### src/rtl/b64s_pkg.sv
// ----------------------------------------------------------------------------
// b64s_pkg
// Types, constants and the alphabet lookup for the sample Base64 encoder.
// ----------------------------------------------------------------------------
package b64s_pkg;

  localparam int SAMPLE_W  = 16;
  localparam int CHAR_W    = 7;
  localparam int SEXTET_W  = 6;
  localparam int BYTE_W    = 8;
  localparam int GROUP_W   = 3 * BYTE_W;

  // job queue between front and back
  localparam int Q_DEPTH   = 2;
  localparam int QPTR_W    = $clog2(Q_DEPTH);
  localparam int QCNT_W    = $clog2(Q_DEPTH + 1);

  localparam logic [CHAR_W-1:0] PAD_CHAR = 7'h3D;  // '='

  // pending byte count codes
  localparam logic [1:0] PEND_NONE = 2'd0;
  localparam logic [1:0] PEND_ONE  = 2'd1;
  localparam logic [1:0] PEND_TWO  = 2'd2;

  // number of '=' characters that close a group
  localparam logic [1:0] PAD_NONE  = 2'd0;
  localparam logic [1:0] PAD_ONE   = 2'd1;
  localparam logic [1:0] PAD_TWO   = 2'd2;

  // one group of three bytes, missing bytes are zero
  typedef struct packed {
    logic [GROUP_W-1:0] bytes;
    logic [1:0]         npad;
  } group_t;

  // work for one sample: one or two groups of four characters
  typedef struct packed {
    group_t g0;
    logic   g1_vld;
    group_t g1;
  } job_t;

  // standard alphabet lookup
  function automatic logic [CHAR_W-1:0] b64_char(input logic [SEXTET_W-1:0] v);
    logic [CHAR_W-1:0] w;
    w = {1'b0, v};
    if (v < 6'd26)       b64_char = w + 7'd65;
    else if (v < 6'd52)  b64_char = w + 7'd71;
    else if (v < 6'd62)  b64_char = w - 7'd4;
    else if (v == 6'd62) b64_char = 7'd43;
    else                 b64_char = 7'd47;
  endfunction

endpackage

### src/rtl/b64s_if.sv
// ----------------------------------------------------------------------------
// b64s channel interfaces
// Ready/valid channels for samples in and characters out.
// ----------------------------------------------------------------------------
interface b64s_in_if import b64s_pkg::*; ();
  logic                       valid;
  logic                       ready;
  logic signed [SAMPLE_W-1:0] sample;
  logic                       last_sample;

  modport source (output valid, output sample, output last_sample, input ready);
  modport sink   (input valid, input sample, input last_sample, output ready);
endinterface

interface b64s_out_if import b64s_pkg::*; ();
  logic              valid;
  logic              ready;
  logic [CHAR_W-1:0] out_char;
  logic              last_char;

  modport source (output valid, output out_char, output last_char, input ready);
  modport sink   (input valid, input out_char, input last_char, output ready);
endinterface

### src/rtl/base64_sample_encoder.sv
// ----------------------------------------------------------------------------
// base64_sample_encoder
// Base64 encoder for a stream of 16-bit samples, high byte first.
// ----------------------------------------------------------------------------
// path: the first character of a sample beat passes through a job queue entry and the output register
// throughput: one sample beat a cycle while the two-entry job queue has room;
//   the back end gives one character a cycle while a job waits and the output is ready;
//   a sample yields 0, 4 or 8 characters
// reset: synchronous active-low rst_n clears pending count, queue and output
module base64_sample_encoder import b64s_pkg::*; (
  input  logic       clk,
  input  logic       rst_n,
  b64s_in_if.sink    in_bus,
  b64s_out_if.source out_bus
);

  logic    q_push, q_full, q_pop, q_empty;
  job_t    push_job, head_job;

  // front: pending bytes and job building
  b64s_front u_front (
    .clk    (clk),
    .rst_n  (rst_n),
    .in_bus (in_bus),
    .q_full (q_full),
    .q_push (q_push),
    .q_job  (push_job)
  );

  // job queue
  b64s_queue u_queue (
    .clk      (clk),
    .rst_n    (rst_n),
    .push     (q_push),
    .push_job (push_job),
    .full     (q_full),
    .pop      (q_pop),
    .head_job (head_job),
    .empty    (q_empty)
  );

  // back: character emission
  b64s_back u_back (
    .clk     (clk),
    .rst_n   (rst_n),
    .job     (head_job),
    .job_vld (!q_empty),
    .job_pop (q_pop),
    .out_bus (out_bus)
  );

endmodule

### src/rtl/b64s_front.sv
// ----------------------------------------------------------------------------
// b64s_front
// Takes sample beats, tracks pending bytes and queues groups to encode.
// ----------------------------------------------------------------------------
module b64s_front import b64s_pkg::*; (
  input  logic           clk,
  input  logic           rst_n,
  b64s_in_if.sink        in_bus,
  input  logic           q_full,
  output logic           q_push,
  output job_t           q_job
);

  logic [1:0]        count_r, count_nxt;
  logic [BYTE_W-1:0] b0_r, b0_nxt;
  logic [BYTE_W-1:0] b1_r, b1_nxt;
  logic [BYTE_W-1:0] hi, lo;
  logic              accept;
  logic              has_work;

  assign in_bus.ready = !q_full;
  assign accept       = in_bus.valid && in_bus.ready;
  assign hi           = in_bus.sample[SAMPLE_W-1:BYTE_W];
  assign lo           = in_bus.sample[BYTE_W-1:0];

  // classify the beat against the pending bytes
  always_comb begin
    count_nxt = count_r;
    b0_nxt    = b0_r;
    b1_nxt    = b1_r;
    has_work  = 1'b0;
    q_job     = '0;
    unique case (count_r)
      PEND_ONE: begin
        has_work       = 1'b1;
        q_job.g0.bytes = {b0_r, hi, lo};
        q_job.g0.npad  = PAD_NONE;
        count_nxt      = PEND_NONE;
      end
      PEND_TWO: begin
        has_work       = 1'b1;
        q_job.g0.bytes = {b0_r, b1_r, hi};
        q_job.g0.npad  = PAD_NONE;
        if (in_bus.last_sample) begin
          q_job.g1_vld   = 1'b1;
          q_job.g1.bytes = {lo, {(2*BYTE_W){1'b0}}};
          q_job.g1.npad  = PAD_TWO;
          count_nxt      = PEND_NONE;
        end else begin
          b0_nxt    = lo;
          count_nxt = PEND_ONE;
        end
      end
      default: begin
        // nothing pending, an out-of-range count counts as none
        if (in_bus.last_sample) begin
          has_work       = 1'b1;
          q_job.g0.bytes = {hi, lo, {BYTE_W{1'b0}}};
          q_job.g0.npad  = PAD_ONE;
          count_nxt      = PEND_NONE;
        end else begin
          b0_nxt    = hi;
          b1_nxt    = lo;
          count_nxt = PEND_TWO;
        end
      end
    endcase
  end

  assign q_push = accept && has_work;

  // pending state
  always_ff @(posedge clk) begin
    if (!rst_n) begin
      count_r <= PEND_NONE;
    end else if (accept) begin
      count_r <= count_nxt;
    end
  end

  always_ff @(posedge clk) begin
    if (accept) begin
      b0_r <= b0_nxt;
      b1_r <= b1_nxt;
    end
  end

endmodule

### src/rtl/b64s_queue.sv
// ----------------------------------------------------------------------------
// b64s_queue
// Short register queue of encode jobs between front and back.
// ----------------------------------------------------------------------------
module b64s_queue import b64s_pkg::*; (
  input  logic clk,
  input  logic rst_n,
  input  logic push,
  input  job_t push_job,
  output logic full,
  input  logic pop,
  output job_t head_job,
  output logic empty
);

  job_t              mem_r [Q_DEPTH];
  logic [QPTR_W-1:0] wr_ptr_r, rd_ptr_r;
  logic [QCNT_W-1:0] cnt_r;
  logic              do_push, do_pop;

  assign full     = (cnt_r == QCNT_W'(Q_DEPTH));
  assign empty    = (cnt_r == '0);
  assign do_push  = push && !full;
  assign do_pop   = pop && !empty;
  assign head_job = mem_r[rd_ptr_r];

  // pointers and fill count
  always_ff @(posedge clk) begin
    if (!rst_n) begin
      wr_ptr_r <= '0;
      rd_ptr_r <= '0;
      cnt_r    <= '0;
    end else begin
      if (do_push) begin
        wr_ptr_r <= (wr_ptr_r == QPTR_W'(Q_DEPTH - 1)) ? '0 : wr_ptr_r + 1'b1;
      end
      if (do_pop) begin
        rd_ptr_r <= (rd_ptr_r == QPTR_W'(Q_DEPTH - 1)) ? '0 : rd_ptr_r + 1'b1;
      end
      if (do_push && !do_pop) begin
        cnt_r <= cnt_r + 1'b1;
      end else if (do_pop && !do_push) begin
        cnt_r <= cnt_r - 1'b1;
      end
    end
  end

  // entry storage
  always_ff @(posedge clk) begin
    if (do_push) begin
      mem_r[wr_ptr_r] <= push_job;
    end
  end

endmodule

### src/rtl/b64s_back.sv
// ----------------------------------------------------------------------------
// b64s_back
// Walks each queued job one character per cycle into the output register while the output is not stalled.
// ----------------------------------------------------------------------------
module b64s_back import b64s_pkg::*; (
  input  logic      clk,
  input  logic      rst_n,
  input  job_t      job,
  input  logic      job_vld,
  output logic      job_pop,
  b64s_out_if.source out_bus
);

  logic [2:0]          idx_r;
  logic                out_vld_r;
  logic [CHAR_W-1:0]   char_r, char_nxt;
  logic                last_r, last_nxt;
  group_t              grp;
  logic [SEXTET_W-1:0] sextet;
  logic [2:0]          pad_sum;
  logic                fire;

  assign fire = job_vld && (!out_vld_r || out_bus.ready);

  // pick group and sextet for the current character
  assign grp = idx_r[2] ? job.g1 : job.g0;

  always_comb begin
    unique case (idx_r[1:0])
      2'd0:    sextet = grp.bytes[GROUP_W-1:GROUP_W-SEXTET_W];
      2'd1:    sextet = grp.bytes[GROUP_W-SEXTET_W-1:GROUP_W-2*SEXTET_W];
      2'd2:    sextet = grp.bytes[2*SEXTET_W-1:SEXTET_W];
      default: sextet = grp.bytes[SEXTET_W-1:0];
    endcase
  end

  // trailing positions of a short group are padding
  assign pad_sum  = {1'b0, idx_r[1:0]} + {1'b0, grp.npad};
  assign char_nxt = (pad_sum > 3'd3) ? PAD_CHAR : b64_char(sextet);
  assign last_nxt = (idx_r[1:0] == 2'd3) && (idx_r[2] || !job.g1_vld);
  assign job_pop  = fire && last_nxt;

  // character index and output valid
  always_ff @(posedge clk) begin
    if (!rst_n) begin
      idx_r     <= '0;
      out_vld_r <= 1'b0;
    end else begin
      if (fire) begin
        idx_r     <= last_nxt ? 3'd0 : idx_r + 3'd1;
        out_vld_r <= 1'b1;
      end else if (out_bus.ready) begin
        out_vld_r <= 1'b0;
      end
    end
  end

  // output payload
  always_ff @(posedge clk) begin
    if (fire) begin
      char_r <= char_nxt;
      last_r <= last_nxt;
    end
  end

  assign out_bus.valid     = out_vld_r;
  assign out_bus.out_char  = char_r;
  assign out_bus.last_char = last_r;

endmodule
### src/flat_wrapper.sv
// flat-port wrapper written by rule: the top's interface ports become plain ports
module base64_sample_encoder_flat import b64s_pkg::*;
  (clk, rst_n, in_bus_valid, in_bus_sample, in_bus_last_sample, in_bus_ready, out_bus_valid, out_bus_out_char, out_bus_last_char, out_bus_ready);
  b64s_in_if in_bus_i ();
  b64s_out_if out_bus_i ();
  input  logic clk;
  input  logic rst_n;
  input wire logic [$bits(in_bus_i.valid)-1:0] in_bus_valid;
  input wire logic [$bits(in_bus_i.sample)-1:0] in_bus_sample;
  input wire logic [$bits(in_bus_i.last_sample)-1:0] in_bus_last_sample;
  output wire logic [$bits(in_bus_i.ready)-1:0] in_bus_ready;
  output wire logic [$bits(out_bus_i.valid)-1:0] out_bus_valid;
  output wire logic [$bits(out_bus_i.out_char)-1:0] out_bus_out_char;
  output wire logic [$bits(out_bus_i.last_char)-1:0] out_bus_last_char;
  input wire logic [$bits(out_bus_i.ready)-1:0] out_bus_ready;
  assign in_bus_i.valid = in_bus_valid;
  assign in_bus_i.sample = in_bus_sample;
  assign in_bus_i.last_sample = in_bus_last_sample;
  assign in_bus_ready = in_bus_i.ready;
  assign out_bus_valid = out_bus_i.valid;
  assign out_bus_out_char = out_bus_i.out_char;
  assign out_bus_last_char = out_bus_i.last_char;
  assign out_bus_i.ready = out_bus_ready;
  base64_sample_encoder u_core (.clk(clk), .rst_n(rst_n), .in_bus(in_bus_i), .out_bus(out_bus_i));
endmodule
### config.mk
export PLATFORM = sky130hd
export DESIGN_NAME = base64_sample_encoder_flat
export DESIGN_NICKNAME = d
export VERILOG_FILES = /design/src/rtl/b64s_pkg.sv /design/src/rtl/b64s_if.sv /design/src/rtl/base64_sample_encoder.sv /design/src/rtl/b64s_front.sv /design/src/rtl/b64s_queue.sv /design/src/rtl/b64s_back.sv /design/src/flat_wrapper.sv
export SDC_FILE = /design/constraint.sdc
export NUM_CORES = 1
export LEC_CHECK = 0
export BUFFER_PORTS_ARGS = -buffer_cell sky130_fd_sc_hd__buf_2
export CORE_UTILIZATION = 35
export CTS_BUF_LIST = sky130_fd_sc_hd__clkbuf_2 sky130_fd_sc_hd__clkbuf_4 sky130_fd_sc_hd__clkbuf_8
export CTS_CLUSTER_DIAMETER = 150
export CTS_CLUSTER_SIZE = 28
export DETAILED_ROUTE_END_ITERATION = 7
export PLACE_DENSITY = 0.56
export SYNTH_ARGS = -nofsm -noshare
export SYNTH_HDL_FRONTEND = slang
export SYNTH_SLANG_ARGS = --single-unit
### constraint.sdc
create_clock -name clk -period 6 [get_ports clk]
set_input_delay 0.3 -clock clk [delete_from_list [all_inputs] [get_ports clk]]
set_output_delay 0.3 -clock clk [all_outputs]
set_load 0.005 [all_outputs]
**Word level (Yosys, flattened, before mapping)**

Memories as Yosys holds them, arrays and structs flattened. A register that Yosys moved wholly into a read port is not among the register bits.
Index checks and enable logic that the tools add are counted.

- Flip-flop bits (word level): 34
- Memory bits (writable): 106
- Input port bits: 21
- Output and inout port bits: 10
- Logic and storage cells: 87
- Memories: 1

- Add/subtract/negate cells: 9
- $lt $le $gt $ge: 4
- Equal/unequal tests: 7
- Muxes and demuxes: 29
- Bitwise operators: 3
- Reduce and logical (&&, ||, !) cells: 24

Memories:

| name | depth | width | read ports | clocked after Yosys merged registers in | write ports | RTL line | RTL |
|---|---|---|---|---|---|---|---|
| u_core.u_queue.mem_r | 2 | 53 | 1 | 1 | 1 | b64s_queue.sv:16 | `job_t mem_r [Q_DEPTH];` |

Operators by type and width:

| kind | number |
|---|---|
| $mux 27 | 2 |
| $mux 26 | 2 |
| $pmux 26 s2 | 1 |
| $mux 7 | 3 |
| $pmux 6 s3 | 1 |
| $mux 8 | 2 |
| $pmux 8 s2 | 1 |
| $add 6x7->7 const B | 2 |
| $lt 6x6->1 const B | 2 |
| $mux 1 | 11 |
| $logic_and 1x1->1 | 9 |
| $eq 2x2->1 const B | 4 |
| $sub 6x3->7 const B | 1 |
| $eq 6x6->1 const B | 1 |
| $logic_not 1->1 | 6 |
| $lt 6x5->1 const B | 1 |
| $mux 2 | 3 |
| $mux 3 | 2 |
| $reduce_and 3->1 | 2 |
| $eq 2x1->1 const B | 2 |
| $logic_not 2->1 | 2 |
| $pmux 2 s2 | 1 |
| $reduce_bool 2->1 | 2 |
| $add 2x2->3 | 1 |
| other kinds (8) | 12 |

**Depth between registers and ports, before layout**

- Word-level depth: 9
- Depth in mapped cells: 13
- Mapped depth without buffers: 12

**Cells and area by module**

From an unflattened synthesis, not the netlist that was laid out.

- Cell total of the unflattened synthesis: 471
- Area total of the unflattened synthesis: 6711.4 um^2

Modules (own cells, without submodules):

| module | instances | cells each | area each (um^2) | seq. area each (um^2) |
|---|---|---|---|---|
| b64s_queue | 1 | 190 | 4056.4 | 3283.1 |
| b64s_back | 1 | 147 | 1338.8 | 320.3 |
| b64s_front | 1 | 133 | 1312.5 | 520.5 |
| base64_sample_encoder | 1 | 1 | 3.8 | 0.0 |

**Worst setup path before layout**

Ideal clock, no wire load.

- Kind: register to register
- Start: register u_core.u_front.count_r[0]
- End: memory u_core.u_queue.mem_r[0][18] in the netlist's numbering, enable pin
- Library setup time: 431 ps
- Data arrival time: 2705 ps
- Data required time: 5569 ps
- Setup slack: 2864 ps
- Cell stages (with the launch flop): 6
- Path buffers: 1
- Period minus slack after synthesis: 3136 ps
- Cell sequence: dfxtp_1 -> inv_1 -> ha_1 -> clkbuf_1 -> a21oi_1 -> nor2b_1

- Cells in the longest elaborated chain, start to end: 7
- Elaborated cells on any way between the ends: 8
- Those cells by class: eq/ne (2); mux (3); reduce/logical (3)

RTL lines:

| element | RTL line | RTL |
|---|---|---|
| start: declaration | b64s_front.sv:14 | `logic [1:0] count_r, count_nxt;` |
| start signal: assignment | b64s_front.sv:77 | `count_r <= count_nxt;` |
| $eq 2x2->1 / $eq 2x1->1 (equally long branches) | b64s_front.sv:33 | `unique case (count_r)` |
| $reduce_or 2->1 (no source line) * | n/a |  |
| $mux 1 * | b64s_front.sv:33 |  |
| $logic_and 1x1->1 * | b64s_front.sv:70 | `assign q_push = accept && has_work;` |
| $logic_and 1x1->1 * | b64s_queue.sv:23 | `assign do_push = push && !full;` |
| net u_core.u_queue.do_push | b64s_queue.sv:19 | `logic do_push, do_pop;` |
| $mux 1 * | b64s_queue.sv:50 | `if (do_push) begin` |
| $mux 1 (not written as such) * | b64s_queue.sv:51 | `mem_r[wr_ptr_r] <= push_job;` |
| end: declaration | b64s_queue.sv:16 |  |

The timed path passes the listed nets; every way through them passes the cells marked *.

==> results by stage <==
STA:
- At the pin with the least slew margin, the transition time is 0.988 ns.
- The number of failing hold endpoints at the final stage is 0.
- The total negative slack is 0 ns.
- The final count of pins violating max slew is 0.
- The maximum clock rate is 285 MHz.
- In the finished design, the share of the clock period the worst path needs comes to 58.5%.
- The final setup skew is 0.00586 ns.
- Headroom to the max-slew limit came out at 33.9%.
- The total setup violations reported at the end of the flow is 0.
- The final critical-path required period is 3.51 ns.
- Setup repair after global routing left no endpoint under its margin.

Synthesis:
- Among all flip-flop cells after synthesis, the most frequent one is sky130_fd_sc_hd__edfxtp_1.
- The post-synthesis cell type with the largest combined area is sky130_fd_sc_hd__edfxtp_1.
- The share of the Yosys chip area taken by registers is 60.9%.
- The average footprint of a synthesized cell is 13.3 sq um.
- The synthesized area is 4900 sq um.
- In the synthesized netlist the async set-or-reset flop fraction comes to 0%.
- Synthesis inferred 103 register bits.
- Counting flops with a built-in enable in the synthesized netlist gives 92.
- Yosys printed 0 warnings.
- After synthesis, the cell types taking the most area are sky130_fd_sc_hd__edfxtp_1 (56%), sky130_fd_sc_hd__mux2i_1 (5.3%), sky130_fd_sc_hd__dfxtp_1 (4.5%).
- The share of synthesized area in the top cell type comes to 56.4%.
- The synthesized instance count is 368.
- The synthesized net count is 403.
- Counting distinct cell types in the post-synthesis netlist gives 53.

Setup path:
- The worst register-to-register path has a setup slack of 2.49 ns.
- The end of the critical path is u_core.u_back.out_bus.out_char[4]$_SDFFCE_PN1P_.
- The slowest stage of the critical path belongs to the cell sky130_fd_sc_hd__dfxtp_2.
- In this design, the stage delay of the slowest critical-path cell is 0.70 ns.
- The number of stages on the worst setup path is 10.
- At the worst endpoint, the arrival time is 3.74 ns.
- The worst endpoint required time is 6.23 ns.
- The reg-to-reg critical path endpoint is u_core.u_back.out_bus.out_char[4]$_SDFFCE_PN1P_.
- Traced cell by cell, the critical path runs through buf_4 -> mux4_2 -> a2111o_1 -> inv_1 -> ha_1 -> inv_1 -> a21oi_1 -> a21oi_1 -> or4_1 -> nand4_1.
- The cell family contributing the most delay on the critical path is compound AO/OA/AOI/OAI gates.
- Counting cells, the worst reg-to-reg path comes to 10.
- Counting both buffers and inverters, the worst setup path holds a total of 3.
- The worst setup path is of the reg -> reg kind.
- The type of destination of the critical path is a flop.
- The worst setup path is launched from a flop.
- Along the worst path, the maximum fanout reaches 18.

Clock tree:
- The setup fix buffers added after clock tree synthesis is 0.
- The insertion delay of the later-clocked pin in the worst-skew pair is 0.37 ns.
- The number of hold-repair buffers added at the cts stage is 0.
- In this run, post-CTS repair resized a total of 0 instances.
- The CTS tree is built.
- Counting the buffers created by CTS gives 9.
- The tree built by TritonCTS fans out to 103 sinks.
- The maximum clock path buffer count is 2.
- The CTS H-tree depth is 3.
- Clock-pin slew was measured on the worst setup and hold paths at 0.09 ns.
- The cell at the root of the clock tree is sky130_fd_sc_hd__clkbuf_8.

Die:
- Once the floorplan was initialized, standard cells occupied 36.4% of the core.
- The die footprint is 14500 sq um.
- Row generation in the floorplan step produced 42 rows.
- Pin placement for this block handled 31 I/O pins.
- From bottom edge to top edge, the die measures 120 microns.
- In this run the horizontal extent of the chip is 120 microns.
- The area of the core is 13500 sq um.

Cells and area:
- Relative to the synthesized area, the layout overhead comes to 9.99%.
- The net total in the final layout is 430.
- The count of placed standard cells in the final layout, fillers left out is 575.
- The number of diodes is 0.
- The commonest non-fill, non-tap cell in the layout is sky130_fd_sc_hd__edfxtp_1.
- The filler cells instantiated in the layout total 1316.
- The final standard cell utilization of the core is 40.0%.
- Of the cells placed in the final design, the portion with a size suffix greater than 1 is 18.8%.
- In the layout the commonest cells are sky130_fd_sc_hd__edfxtp_1 (92), sky130_fd_sc_hd__buf_2 (30), sky130_fd_sc_hd__mux2i_1 (26), sky130_fd_sc_hd__nor2_1 (24).

GRT:
- The via count of the first global-routing pass is 2991.
- The global routing usage summed across all routing layers is 14.5%.
- The number of antenna violations at the first check in global routing was 0.
- Entering global routing, the biggest net connects 35 pins.
- The total overflow left after global routing is 0.
- The global-route wire length before repair is 15900 microns.

Placed design:
- The HPWL after detailed placement is 6950 microns.
- The cell total after placement is 560.
- Buffers placed on the I/O ports in this run total 30.
- The weighted congestion at the end of routability-driven global placement is 0.781.

Routing:
- The vias after detailed routing is 3001.
- The final layout contains routed wiring with a total length of 9760 microns.
- For this run, the detailed router's first-pass iteration total came to 4.
- After the first detailed-routing iteration, the DRC count stood at 171.
- For this run, design rule violations remaining after detail routing come to 0.
- The wire length per cell after detailed routing is 17.0 microns.
- The final antenna-violating net count is 0.
- The vias per cell is 5.22.

Run status:
- The flow ran to the end, and the final reports show no timing, DRC or antenna violations.

Pwr:
- The power density relative to cell area is 305 nW/um^2.
- The analysis attributes to cell leakage a power of 1.85 nW.
- The worst vdd rail ir drop is 0.000116 V.

Run:
- The max-capacitance violation count is 0.

Hold path:
- The type of the worst min-delay path is in -> reg.
[worst reg2reg max path: stages, from the launching register on]
cell	delay, ns
sky130_fd_sc_hd__dfxtp_2	0.70
sky130_fd_sc_hd__buf_4	0.38
sky130_fd_sc_hd__mux4_2	0.54
sky130_fd_sc_hd__a2111o_1	0.49
sky130_fd_sc_hd__inv_1	0.20
sky130_fd_sc_hd__ha_1	0.21
sky130_fd_sc_hd__inv_1	0.07
sky130_fd_sc_hd__a21oi_1	0.20
sky130_fd_sc_hd__a21oi_1	0.10
sky130_fd_sc_hd__or4_1	0.40
sky130_fd_sc_hd__nand4_1	0.09
[worst min-delay path by stage]
stage / slack (ns) / start / cells past startpoint / end
2_1_floorplan: 0.40 / in_bus_sample[0] / 0 / u_core.u_front.b1_r[0]$_DFFE_PP_
3_3_place_gp: 0.52 / u_core.u_queue.cnt_r[1]$_SDFFE_PN0P_ / 2 / u_core.u_queue.cnt_r[1]$_SDFFE_PN0P_
3_5_place_dp: 0.53 / u_core.u_front.count_r[1]$_SDFFE_PN0P_ / 2 / u_core.u_front.count_r[1]$_SDFFE_PN0P_
4_1_cts: 0.14 / in_bus_sample[5] / 1 / u_core.u_front.b1_r[5]$_DFFE_PP_
5_1_grt: 0.16 / in_bus_sample[3] / 1 / u_core.u_front.b1_r[3]$_DFFE_PP_
6_report: 0.16 / in_bus_sample[2] / 1 / u_core.u_front.b1_r[2]$_DFFE_PP_
[cells by family (layout without fill, tap and decap cells)]
group | Yosys count | count (layout) | synth area share, %
AOI/OAI and AO/OA | 80 | 80 | 12.3
xor gates and xnor gates | 4 | 4 | 0.715
adders and majority gates | 14 | 14 | 3.58
buffers and inverters | 34 | 65 | 2.99
DFF | 103 | 103 | 60.9
muxes | 40 | 40 | 9.22
and+or+nand+nor | 93 | 93 | 10.3
[metal layers]
metal  wire length, microns  global-route usage [%]  vias to the layer above
met2                   4500                    22.7                       46
met1                   4840                    20.3                     1475
met3                    256                    2.12                       12
li1                       -                       -                     1468
met5                      0                       0                        -
met4                    169                    6.02                        0
[power breakdown]
group	leakage (nW)	total, mW	switching, mW	internal, mW
clock	0.0890	0.381	0.233	0.148
combinational	0.805	0.377	0.227	0.150
sequential	0.955	0.883	0.0199	0.863
[through the flow]
stage | setup slack [ns] | cell area [sq um] | total power [mW] | hold slack, ns
3_3_place_gp | 2.53 | 5230 | 1.28 | 0.516
5_1_grt | 2.10 | 5390 | 1.74 | 0.158
4_1_cts | 2.47 | 5390 | 1.66 | 0.141
3_5_place_dp | 2.49 | 5230 | 1.28 | 0.533
2_1_floorplan | 2.86 | 4900 | 1.16 | 0.399
6_report | 2.49 | 5390 | 1.64 | 0.163
[cells in the mapped netlist, types with 9 or more instances]
cell	number
sky130_fd_sc_hd__mux2i_1	26
sky130_fd_sc_hd__nand2_1	12
sky130_fd_sc_hd__a22o_1	9
sky130_fd_sc_hd__inv_1	13
sky130_fd_sc_hd__o21ai_0	16
sky130_fd_sc_hd__a22oi_1	16
sky130_fd_sc_hd__edfxtp_1	92
sky130_fd_sc_hd__nor3_1	9
sky130_fd_sc_hd__dfxtp_1	11
sky130_fd_sc_hd__and3_1	11
sky130_fd_sc_hd__clkbuf_1	13
sky130_fd_sc_hd__ha_1	14
sky130_fd_sc_hd__nor2_1	24
sky130_fd_sc_hd__mux2_2	11
[sequential cells by signal, indices dropped and copies added, names as in the netlist, named ones only]
register / cells
u_core.u_front.count_r: 2
u_core.u_queue.cnt_r: 2
u_core.u_front.b0_r: 8
u_core.u_queue.wr_ptr_r: 1
u_core.u_back.idx_r: 3
u_core.u_back.out_bus.last_char: 1
u_core.u_back.out_bus.out_char: 7
u_core.u_queue.rd_ptr_r: 1
u_core.u_queue.mem_r: 68
u_core.u_front.b1_r: 8
u_core.u_back.out_bus.valid: 1
[final cells by class]
| cell class | instances | area, sq um | share of cell area (%) |
|---|---|---|---|
| repair buffers | 36 | 195 | 3.62 |
| clock inverters | 6 | 37.5 | 0.697 |
| multi-input cells | 231 | 1770 | 32.9 |
| inverters | 14 | 55.1 | 1.02 |
| well taps | 176 | 220 | 4.09 |
| flip-flops and latches | 103 | 2980 | 55.4 |
| clock buffers | 9 | 124 | 2.30 |
(Power assumes the default switching activity.)
